==> config.mk <==
export PLATFORM = sky130hd
export DESIGN_NAME = dfgt_ctrl
export DESIGN_NICKNAME = d
export VERILOG_FILES = /design/src/sv/dfgt_pkg.sv /design/src/sv/dfgt_ctrl.sv
export SDC_FILE = /design/constraint.sdc
export NUM_CORES = 1
export LEC_CHECK = 0
export ABC_AREA = 0
export BUFFER_PORTS_ARGS = -buffer_cell sky130_fd_sc_hd__buf_2
export CAP_MARGIN = 20
export CORE_ASPECT_RATIO = 1.75
export CORE_MARGIN = 2
export CORE_UTILIZATION = 40
export CTS_BUF_LIST = sky130_fd_sc_hd__clkbuf_4 sky130_fd_sc_hd__clkbuf_8
export CTS_CLUSTER_DIAMETER = 150
export DETAILED_ROUTE_END_ITERATION = 10
export GPL_TIMING_DRIVEN = 0
export PLACE_DENSITY = 0.62
export SLEW_MARGIN = 0
export SYNTH_ARGS = -nofsm -noshare
export SYNTH_HDL_FRONTEND = slang
export SYNTH_SLANG_ARGS = --single-unit
==> constraint.sdc <==
create_clock -name clock -period 2.8 [get_ports clock]
set_clock_uncertainty 0.15 [all_clocks]
set_input_delay 0.56 -clock clock [delete_from_list [all_inputs] [get_ports clock]]
set_output_delay 0.56 -clock clock [all_outputs]
set_load 0.01 [all_outputs]
==> src/sv/dfgt_pkg.sv <==
`timescale 1ns / 1ps
`default_nettype none
// -----------------------------------------------------------------------------
// dfgt_pkg
// Types and constants shared by the depth-first traversal controller,
// datapath and top level.
// -----------------------------------------------------------------------------
package dfgt_pkg;

   localparam int VERTEX_W     = 5;
   localparam int CFG_W        = 6;
   localparam int CFG_DATA_W   = 8;
   localparam int REQ_DATA_W   = 16;
   localparam int RSP_DATA_W   = 8;
   localparam int ACTIVE_W     = 7;
   localparam logic [CFG_W-1:0] VCOUNT_RESET = 6'd32;

   typedef enum logic [1:0] {
      ACT_ADD   = 2'd0,
      ACT_RUN   = 2'd1,
      ACT_CLEAR = 2'd2
   } action_type;

   typedef enum logic [1:0] {
      KIND_VISIT   = 2'd0,
      KIND_STORED  = 2'd1,
      KIND_REJECT  = 2'd2,
      KIND_CLEARED = 2'd3
   } kind_type;

   typedef struct packed {
      logic     take_item;
      logic     clear_graph;
      logic     head_rd_from;
      logic     add_edge;
      logic     run_init;
      logic     root_next;
      logic     cand_root;
      logic     cand_target;
      logic     enter;
      logic     push;
      logic     pop;
      logic     pop_load;
      logic     edge_rd;
      logic     edge_take;
      logic     resp_load;
      kind_type resp_kind;
      logic     flush;
   } cmd_type;

   typedef struct packed {
      logic edge_reject;
      logic root_done;
      logic root_seen;
      logic pending_valid;
      logic out_free;
      logic depth_zero;
      logic cursor_null;
      logic target_new;
   } sts_type;

endpackage
`default_nettype wire

==> src/sv/dfgt_ctrl.sv <==
`timescale 1ns / 1ps
`default_nettype none
// -----------------------------------------------------------------------------
// dfgt_ctrl
// Sequencer for edge inserts, graph clear and the stack-driven traversal.
// -----------------------------------------------------------------------------
module dfgt_ctrl
   import dfgt_pkg::*;
(
   input  wire logic       clock,
   input  wire logic       reset,
   input  wire logic       req_tvalid,
   output logic            req_tready,
   input  wire logic [1:0] req_tuser,
   input  wire sts_type    sts,
   output cmd_type         cmd
);

   typedef enum logic [10:0] {
      S_IDLE     = 11'b000_0000_0001,
      S_ADD      = 11'b000_0000_0010,
      S_ADD_WR   = 11'b000_0000_0100,
      S_RESP     = 11'b000_0000_1000,
      S_ROOT     = 11'b000_0001_0000,
      S_ENTER    = 11'b000_0010_0000,
      S_PUSH     = 11'b000_0100_0000,
      S_STEP     = 11'b000_1000_0000,
      S_POP_WAIT = 11'b001_0000_0000,
      S_EDGE     = 11'b010_0000_0000,
      S_FLUSH    = 11'b100_0000_0000
   } state_type;

   state_type state_ff, state_in;
   kind_type  resp_kind_ff, resp_kind_in;

   always_ff @(posedge clock) begin
      if (reset) begin
         state_ff <= S_IDLE;
      end else begin
         state_ff <= state_in;
      end
   end

   always_ff @(posedge clock) begin
      resp_kind_ff <= resp_kind_in;
   end

   assign req_tready = (state_ff == S_IDLE);

   always_comb begin
      state_in      = state_ff;
      resp_kind_in  = resp_kind_ff;
      cmd           = '0;
      cmd.resp_kind = resp_kind_ff;
      unique case (state_ff)
         S_IDLE: begin
            if (req_tvalid) begin
               cmd.take_item = 1'b1;
               unique case (req_tuser)
                  ACT_ADD: begin
                     state_in = S_ADD;
                  end
                  ACT_RUN: begin
                     cmd.run_init = 1'b1;
                     state_in     = S_ROOT;
                  end
                  ACT_CLEAR: begin
                     cmd.clear_graph = 1'b1;
                     resp_kind_in    = KIND_CLEARED;
                     state_in        = S_RESP;
                  end
                  default: begin
                     state_in = S_IDLE;
                  end
               endcase
            end
         end
         S_ADD: begin
            if (sts.edge_reject) begin
               resp_kind_in = KIND_REJECT;
               state_in     = S_RESP;
            end else begin
               cmd.head_rd_from = 1'b1;
               state_in         = S_ADD_WR;
            end
         end
         S_ADD_WR: begin
            cmd.add_edge = 1'b1;
            resp_kind_in = KIND_STORED;
            state_in     = S_RESP;
         end
         S_RESP: begin
            if (sts.out_free) begin
               cmd.resp_load = 1'b1;
               state_in      = S_IDLE;
            end
         end
         S_ROOT: begin
            priority if (sts.root_done) begin
               state_in = S_FLUSH;
            end else if (sts.root_seen) begin
               cmd.root_next = 1'b1;
            end else begin
               cmd.cand_root = 1'b1;
               state_in      = S_ENTER;
            end
         end
         S_ENTER: begin
            if (!sts.pending_valid || sts.out_free) begin
               cmd.enter = 1'b1;
               state_in  = S_PUSH;
            end
         end
         S_PUSH: begin
            cmd.push = 1'b1;
            state_in = S_STEP;
         end
         S_STEP: begin
            priority if (sts.depth_zero) begin
               cmd.root_next = 1'b1;
               state_in      = S_ROOT;
            end else if (sts.cursor_null) begin
               cmd.pop  = 1'b1;
               state_in = S_POP_WAIT;
            end else begin
               cmd.edge_rd = 1'b1;
               state_in    = S_EDGE;
            end
         end
         S_POP_WAIT: begin
            cmd.pop_load = 1'b1;
            state_in     = S_STEP;
         end
         S_EDGE: begin
            cmd.edge_take = 1'b1;
            if (sts.target_new) begin
               cmd.cand_target = 1'b1;
               state_in        = S_ENTER;
            end else begin
               state_in = S_STEP;
            end
         end
         S_FLUSH: begin
            if (sts.out_free) begin
               cmd.flush = 1'b1;
               state_in  = S_IDLE;
            end
         end
         default: begin
            state_in = S_IDLE;
         end
      endcase
   end

   a_take_only_idle: assert property (@(posedge clock) disable iff (reset)
      cmd.take_item |-> state_ff == S_IDLE)
      else $error("item taken while busy");

   a_push_after_enter: assert property (@(posedge clock) disable iff (reset)
      cmd.push |-> $past(cmd.enter))
      else $error("push without a preceding enter");

   a_edge_take_after_rd: assert property (@(posedge clock) disable iff (reset)
      cmd.edge_take |-> $past(cmd.edge_rd))
      else $error("edge data used without a read");

endmodule
`default_nettype wire

# Yosys cells after proc, flatten, opt, wreduce, memory -nomap -nowiden
# Index checks and enable logic that the tools add are counted.
[classes]
reduce_logical = 8
mux = 46
n_eq_ne = 19
[op_table]
columns = ["cell", "count"]
rows = [
  ["11-bit case mux with 9 select lines", 1],
  ["11-bit two-way mux", 6],
  ["1-bit two-way mux", 27],
  ["5-bit case mux with 3 select lines", 1],
  ["2-bit two-way mux", 6],
  ["11-bit by 1-bit equality test with 1-bit output, second input constant", 1],
  ["11-bit by 10-bit equality test with 1-bit output, second input constant", 1],
  ["11-bit equality test, second input constant", 1],
  ["11-bit by 2-bit equality test with 1-bit output, second input constant", 1],
  ["11-bit by 3-bit equality test with 1-bit output, second input constant", 1],
  ["11-bit by 4-bit equality test with 1-bit output, second input constant", 1],
  ["11-bit by 5-bit equality test with 1-bit output, second input constant", 1],
  ["11-bit by 6-bit equality test with 1-bit output, second input constant", 1],
  ["11-bit by 7-bit equality test with 1-bit output, second input constant", 1],
  ["11-bit by 8-bit equality test with 1-bit output, second input constant", 1],
  ["11-bit by 9-bit equality test with 1-bit output, second input constant", 1],
  ["10-bit two-way mux", 1],
  ["8-bit two-way mux", 1],
  ["4-bit AND reduction", 2],
  ["2-bit inequality test, second input constant", 3],
  ["2-bit case mux with 3 select lines", 1],
  ["4-bit two-way mux", 1],
  ["2-bit by 1-bit inequality test with 1-bit output, second input constant", 2],
  ["2-bit OR reduction", 2],
  ["other kinds (8)", 8],
]
[word_totals]
word_cells = 75
regBits = 13

# Depth between registers and ports, before layout
# Gate-level depths: netlist of run 1.
[logic_depth]
depth_word = 4
ltp_mapped = 7
mapped_depth_nobuf = 5

# Worst setup path after synthesis of run 1
# No wires, ideal clock.
[synth_path]
kind = "register to output"
from = "register state_ff[1]"
to = "output cmd[13] in the netlist's numbering"
path_stages_with_launch = 6
path_slack_ns = 0.187
arrival_ns = 1.903
n_path_buf = 1
cell_sequence = "dfxtp_1 buf_6 or4b_2 nor3_2 nand2_1 nor3b_1"
[synth_rtl]
columns = ["item", "line", "rtl"]
rows = [
  ["from (decl)", "dfgt_ctrl.sv:33", "state_type state_ff, state_in;"],
  ["from (signal assigned)", "dfgt_ctrl.sv:40", "state_ff <= state_in;"],
  ["to (decl)", "dfgt_ctrl.sv:16", "output cmd_type cmd"],
]

==> impl_metrics.py, run 1 <==
metrics = {
    "run_status": {
        "status": "finished, final reports clean",
    },
    "finish": {
        "area_growth_pct": 31.8,
        "fillers": 235,
        "antennaDiodeCount": 0,
        "drive_gt1_share_pct": 36.1,
        "multiInputGateArea_sq_um": 646,
        "regArea_sq_um": 280,
        "nets": 169,
    },
    "logic_synthesis": {
        "synth.most_common_cell": "nor2_1",
        "postSynthAreaPerCell_sq_um": 7.86,
        "synthCells": 119,
        "yosysTopAreaCellShare_pct": 23.5,
        "syn-num-nets": 132,
        "yosys.area.top_type": "dfxtp_1",
        "seq_area_frac_synth_pct": 29.9,
        "synth_area_leaders": "dfxtp_1 (24%), edfxtp_1 (6.4%), nor2_1 (5.6%)",
        "async_reset_ff_share_pct": 0,
        "ys_seq_elements": 13,
        "synth_top_flop_cell": "dfxtp_1",
        "ys_types": 41,
        "yosys-top-cells-count": "nor2_1 (14), dfxtp_1 (11), nand2_1 (11)",
        "ys_warn_count": 0,
        "synth_edf_count": 2,
        "synth_area_sq_um": 936,
    },
    "global_routing": {
        "grt_use_total_pct": 23.9,
        "grt_max_degree": 10,
        "grt_overflow": 0,
        "grt_pass1_vias": 1006,
        "grt_first_pass_wirelength_um": 4400,
        "antenna_found_initial": 0,
    },
    "timing": {
        "fin_ws_ns": 0.0524,
        "drv_slew": 0,
        "hold_viol": 0,
        "worst_pin_slew_ns": 1.03,
        "fmax_ghz": 0.364,
        "rsz0062_at_grt": "false",
        "setup_viol": 0,
        "max_slew_margin_pct": 29.2,
        "period_minus_slack_ns": 2.75,
        "final.period_utilization_pct": 98.1,
        "fin_tns_setup_ns": 0,
    },
    "placement": {
        "port_buffers": 31,
        "preCtsSetupSlack_ns": 0.0732,
        "place_hpwl_um": 2080,
        "place.gp.congestion": 0.791,
    },
    "flow_run": {
        "max_cap_viol_count": 0,
    },
    "detailed_routing": {
        "firstDrtPassIters": 4,
        "drc": 0,
        "postRouteAntennaNets": 0,
        "num_vias": 1051,
        "drt_iter0_drc": 19,
        "drt-total-wl_um": 2810,
        "route.detailed.wl_per_inst_um": 15.6,
        "via_per_inst": 5.84,
    },
    "power": {
        "power.switching_mw": 0.257,
        "seqPwrFrac_pct": 31.4,
        "totalPowerFinal_mw": 0.705,
        "p_leak_nw": 0.566,
        "combPwrFrac_pct": 42.5,
        "ir_worst_vdd_uv": 276,
        "clkPwrFrac_pct": 26.1,
        "switching_share_pct": 36.5,
        "p_int_mw": 0.448,
        "p_per_area_nw_per_um2": 572,
    },
    "setup_path": {
        "worst_setup_path_start_kind": "flip-flop",
        "worstPathMaxFanout": 9,
        "cp_cell_sequence": "buf_6 -> or4_4 -> buf_6 -> or4_4 -> nor2_4 -> buf_2",
        "r2r_end": "state_ff[5]",
        "crit_path_start": "state_ff[1]",
        "critical_path_required_ns": 2.09,
        "rr_worst_depth": 5,
        "slowest_delay_ns": 0.48,
        "cp-end-kind": "output port",
        "r2r_start": "state_ff[3]",
        "slowest_stage": "or4_4",
        "cp.arrival_ns": 2.04,
        "rrSetupSlack_ns": 0.24,
        "critPathKind": "flip-flop to output port",
        "endpoint": "cmd[10]",
    },
    "floorplan": {
        "rows": 23,
        "core_sq_um": 2240,
        "die_y_um": 68.0,
        "dieArea_sq_um": 2760,
        "initial_utilization_pct": 41.7,
        "num_io_pins": 32,
        "chipWidth_um": 40.6,
    },
    "clock_tree": {
        "cts_buffers": 3,
        "ctsHoldBuffers": 0,
        "cts_sinks": 13,
        "root_buffer": "clkbuf_8",
        "cts_tree": "done",
        "h-tree-depth": 1,
        "path_clk_slew_ns": 0.05,
        "cts.path.max_buffers": 2,
        "clkLatencyLatePin_ns": 0.25,
    },
    "min_path": {
        "min_path_type": "input port to flip-flop",
    },
}
==> layout by cell type (no fill, tap or decap), types with 2 or more instances in the layout <==
cell type  instances
nor4_1             3
o21ai_0            5
nand3_1            5
or3_1              3
edfxtp_1           2
inv_1              6
buf_4              3
clkbuf_8           3
nand3b_1           2
buf_2             32
o211ai_1           2
or4_4              3
dfxtp_1           11
nand2_1           11
and3_1             6
a31oi_1            2
nor2_4             2
nor2b_1            3
nor3b_2            2
and4_1             2
nor4b_1            3
xor2_1             3
nand4_1            2
a21oi_1            3
buf_6              2
nor2_1            11
nor3_1             5
==> worst min path at each step <==
| stage | slack, ns | endpoint | startpoint | cells after the start |
|---|---|---|---|---|
| floorplan | 0.37 | state_ff[10] | state_ff[10] | 2 |
| global placement | 0.42 | state_ff[10] | state_ff[10] | 2 |
| detailed placement | 0.43 | state_ff[10] | state_ff[10] | 2 |
| CTS | 0.35 | state_ff[9] | sts[1] | 2 |
| global route | 0.35 | state_ff[2] | sts[7] | 2 |
| finish | 0.36 | state_ff[9] | sts[1] | 2 |
==> logic make-up (layout without fill, tap and decap cells) <==
group           count (synthesis)  count (layout)  share of synthesized area, %
xor+xnor                        4               4                          3.74
compound gates                 18              18                          12.8
buf+inv                        11              47                          6.55
flops                          13              13                          29.9
simple gates                   73              73                          46.9
==> critical path, delay by kind of cell, from the launching register on <==
kind,cells,cell delay (ns)
and+or+nand+nor,3,1.06
buffers and inverters,3,0.42
DFF,1,0.30
==> metal layers <==
layer / vias up / GRT usage (%) / wire (um)
met4: 0 / 14.6 / 90
met3: 8 / 4.22 / 111
met1: 495 / 23.4 / 1040
met5: - / 0 / 0
li1: 517 / - / -
met2: 31 / 42.9 / 1570
==> state kept, by name, indices dropped and copies added (netlist names) <==
signal        cells
state_ff         11
resp_kind_ff      2
==> area by class of cell <==
type                       instances  share of cell area [%]
buffer                             4                    2.84
clock buffer                       4                    3.96
inverter                           6                    1.83
multi-input combinational         95                    52.3
sequential                        13                    22.7
tap                               25                    2.54
timing repair buffer              33                    13.8
==> power groups by stage <==
stage | Clock [mW] | Combinational (mW) | Sequential (mW)
after floorplan | 0 | 0.172 | 0.217
after global placement | 0 | 0.237 | 0.220
after detailed placement | 0 | 0.242 | 0.221
after CTS | 0.187 | 0.281 | 0.220
after global routing | 0.201 | 0.326 | 0.222
final | 0.184 | 0.300 | 0.222
==> stage by stage <==
step | utilization (%) | area, sq um | std cells | hold slack, ns
floorplan | - | 936 | 119 | 0.371
global placement | 50.0 | 1120 | 175 | 0.420
detailed placement | 50.0 | 1120 | 175 | 0.432
CTS | 53.8 | 1210 | 180 | 0.354
global route | 55.0 | 1230 | 180 | 0.350
finish | 55.0 | 1230 | 180 | 0.357
==> repair_timing <==
item / CTS / global route
buffers inserted: 2 / 0
cloned: 0 / 0
pin swaps: 1 / 3
setup endpoints to repair: 7 / 7
gates resized for setup: 6 / 5
Power figures use the tool's default switching activity.
==> run 2, diff against run 1 <==
==> constraint.sdc (replaced) <==
create_clock -name clock -period 2.8 [get_ports clock]
set_clock_uncertainty 0.15 [all_clocks]
set_input_delay 0.42 -clock clock [delete_from_list [all_inputs] [get_ports clock]]
set_output_delay 0.42 -clock clock [all_outputs]
set_load 0.01 [all_outputs]
==> run 2 against run 1 <==
Effect of this change: sequential power barely moved; clock power barely moved; maximum frequency rose by 0.90%; via count fell by 0.76%; largest cell class unchanged; largest power group unchanged.
==> impl_metrics.py, run 2 (synthesized netlist as in run 1, its figures left out) <==
metrics = {
    "setup_path": {
        "critical_path_required_ns": 2.23,
        "crit_family": "simple AND/OR/NAND/NOR gates",
        "worst_setup_path_start_kind": "flip-flop",
        "worst-path-buf-inv": 3,
        "rrSetupSlack_ns": 0.30,
        "worstPathMaxFanout": 9,
        "rr_worst_depth": 4,
        "cp.arrival_ns": 2.15,
        "cp_cell_sequence": "buf_6 -> or4_4 -> buf_6 -> or4_4 -> nor2_1 -> buf_2",
        "slowest_stage": "or4_4",
        "r2r_start": "state_ff[4]",
        "cp-end-kind": "output port",
        "r2r_end": "resp_kind_ff[0]",
        "slowest_delay_ns": 0.48,
        "critPathKind": "flip-flop to output port",
    },
    "detailed_routing": {
        "drt_iter0_drc": 26,
        "postRouteAntennaNets": 0,
        "drt-total-wl_um": 2710,
        "via_per_inst": 5.83,
        "num_vias": 1043,
        "drc": 0,
        "route.detailed.wl_per_inst_um": 15.2,
        "firstDrtPassIters": 4,
    },
    "timing": {
        "period_minus_slack_ns": 2.72,
        "max_slew_margin_pct": 28.4,
        "final.period_utilization_pct": 97.2,
        "setup_viol": 0,
        "hold_viol": 0,
        "rsz0062_at_grt": "false",
        "fmax_ghz": 0.367,
        "fin_ws_ns": 0.0770,
        "drv_slew": 0,
        "worst_pin_slew_ns": 1.05,
        "whs_ns": 0.218,
        "fin_tns_setup_ns": 0,
    },
    "finish": {
        "antennaDiodeCount": 0,
        "nets": 168,
        "largest_register_ffs": 11,
        "final_common_cell": "buf_2",
        "drive_gt1_share_pct": 34.4,
        "regMostFlops": "state_ff",
        "mostFrequentLayoutCells": "buf_2 (32), nor2_1 (12), dfxtp_1 (11), nand2_1 (10)",
        "reg.largest.list": "state_ff: 11 flops, resp_kind_ff: 2 flops",
        "area_growth_pct": 27.9,
    },
    "clock_tree": {
        "path_clk_slew_ns": 0.05,
        "cts_tree": "done",
        "ctsHoldBuffers": 0,
        "clkLatencyLatePin_ns": 0.25,
        "h-tree-depth": 1,
        "root_buffer": "clkbuf_8",
        "cts.path.max_buffers": 2,
        "cts_sinks": 13,
        "cts_buffers": 3,
    },
    "min_path": {
        "hold_path_end": "state_ff[9]",
        "whs_path_depth": 2,
        "min_path_type": "input port to flip-flop",
        "min_from": "sts[1]",
    },
    "power": {
        "p_int_mw": 0.433,
        "power.switching_mw": 0.241,
        "combPwrFrac_pct": 40.0,
        "ir_worst_vdd_uv": 265,
        "clkPwrFrac_pct": 27.2,
        "switching_share_pct": 35.8,
        "seqPwrFrac_pct": 32.8,
        "p_per_area_nw_per_um2": 563,
        "p_leak_nw": 0.561,
    },
    "global_routing": {
        "grt_pass1_vias": 986,
        "grt_first_pass_wirelength_um": 4240,
        "antenna_found_initial": 0,
        "grt_use_total_pct": 22.9,
        "grt_max_degree": 10,
        "grt_overflow": 0,
    },
    "placement": {
        "port_buffers": 31,
        "place_hpwl_um": 2080,
        "place.gp.congestion": 0.791,
        "preCtsSetupSlack_ns": 0.213,
    },
    "floorplan": {
        "num_io_pins": 32,
        "rows": 23,
        "dieArea_sq_um": 2760,
        "chipWidth_um": 40.6,
        "initial_utilization_pct": 41.7,
        "core_sq_um": 2240,
        "die_y_um": 68.0,
    },
    "flow_run": {
        "max_cap_viol_count": 0,
    },
    "run_status": {
        "status": "finished, final reports clean",
    },
}
## run 2: changes by cell type in the layout (fill, tap and decap cells not counted), sizes merged
cell / before / now
buf: 37 / 36
## run 2: through the flow
step	total power, mW	area [sq um]	std cells	utilization, %
floorplan	0.389	936	119	-
global placement	0.457	1120	175	50.0
detailed placement	0.463	1120	175	50.0
CTS	0.653	1180	179	52.5
global route	0.717	1200	179	53.3
finish	0.674	1200	179	53.3
## run 2: final cells by class
type / instances / area, sq um
fill: 237 / 1050
multi-input combinational: 95 / 617
sequential: 13 / 280
timing repair buffer: 32 / 163
clock buffer: 4 / 48.8
buffer: 4 / 35.0
tap: 25 / 31.3
inverter: 6 / 22.5
## run 2: what timing repair did
item / in CTS / in global routing
endpoints found under the setup margin: 1 / 4
resized for setup: 1 / 5
cloned: 0 / 0
pin swaps: 0 / 1
setup buffers: 0 / 1
## run 2: worst max path at each step
| stage | from | end | slack, ns | cells after the start |
|---|---|---|---|---|
| finish | state_ff[1] | cmd[10] | 0.08 | 6 |
| global route | state_ff[1] | cmd[12] | 0.006 | 7 |
| CTS | state_ff[3] | cmd[13] | 0.02 | 6 |
| detailed placement | state_ff[3] | cmd[13] | 0.21 | 6 |
| global placement | state_ff[3] | state_ff[5] | 0.29 | 6 |
| floorplan | state_ff[1] | cmd[13] | 0.33 | 5 |
## run 2: routing by layer
| layer | vias up | GRT usage, % | part of all wire (%) |
|---|---|---|---|
| met5 | - | 0 | 0 |
| met3 | 4 | 4.22 | 4.1 |
| li1 | 516 | - | - |
| met2 | 33 | 41.5 | 55 |
| met4 | 0 | 12.5 | 1.6 |
| met1 | 490 | 22.6 | 39 |
## run 2: power groups by stage
stage / sequential, mW / clock, mW / combinational [mW]
after detailed placement: 0.221 / 0 / 0.242
after floorplan: 0.217 / 0 / 0.172
after global routing: 0.222 / 0.201 / 0.294
final: 0.221 / 0.183 / 0.270
after CTS: 0.217 / 0.187 / 0.249
after global placement: 0.220 / 0 / 0.237
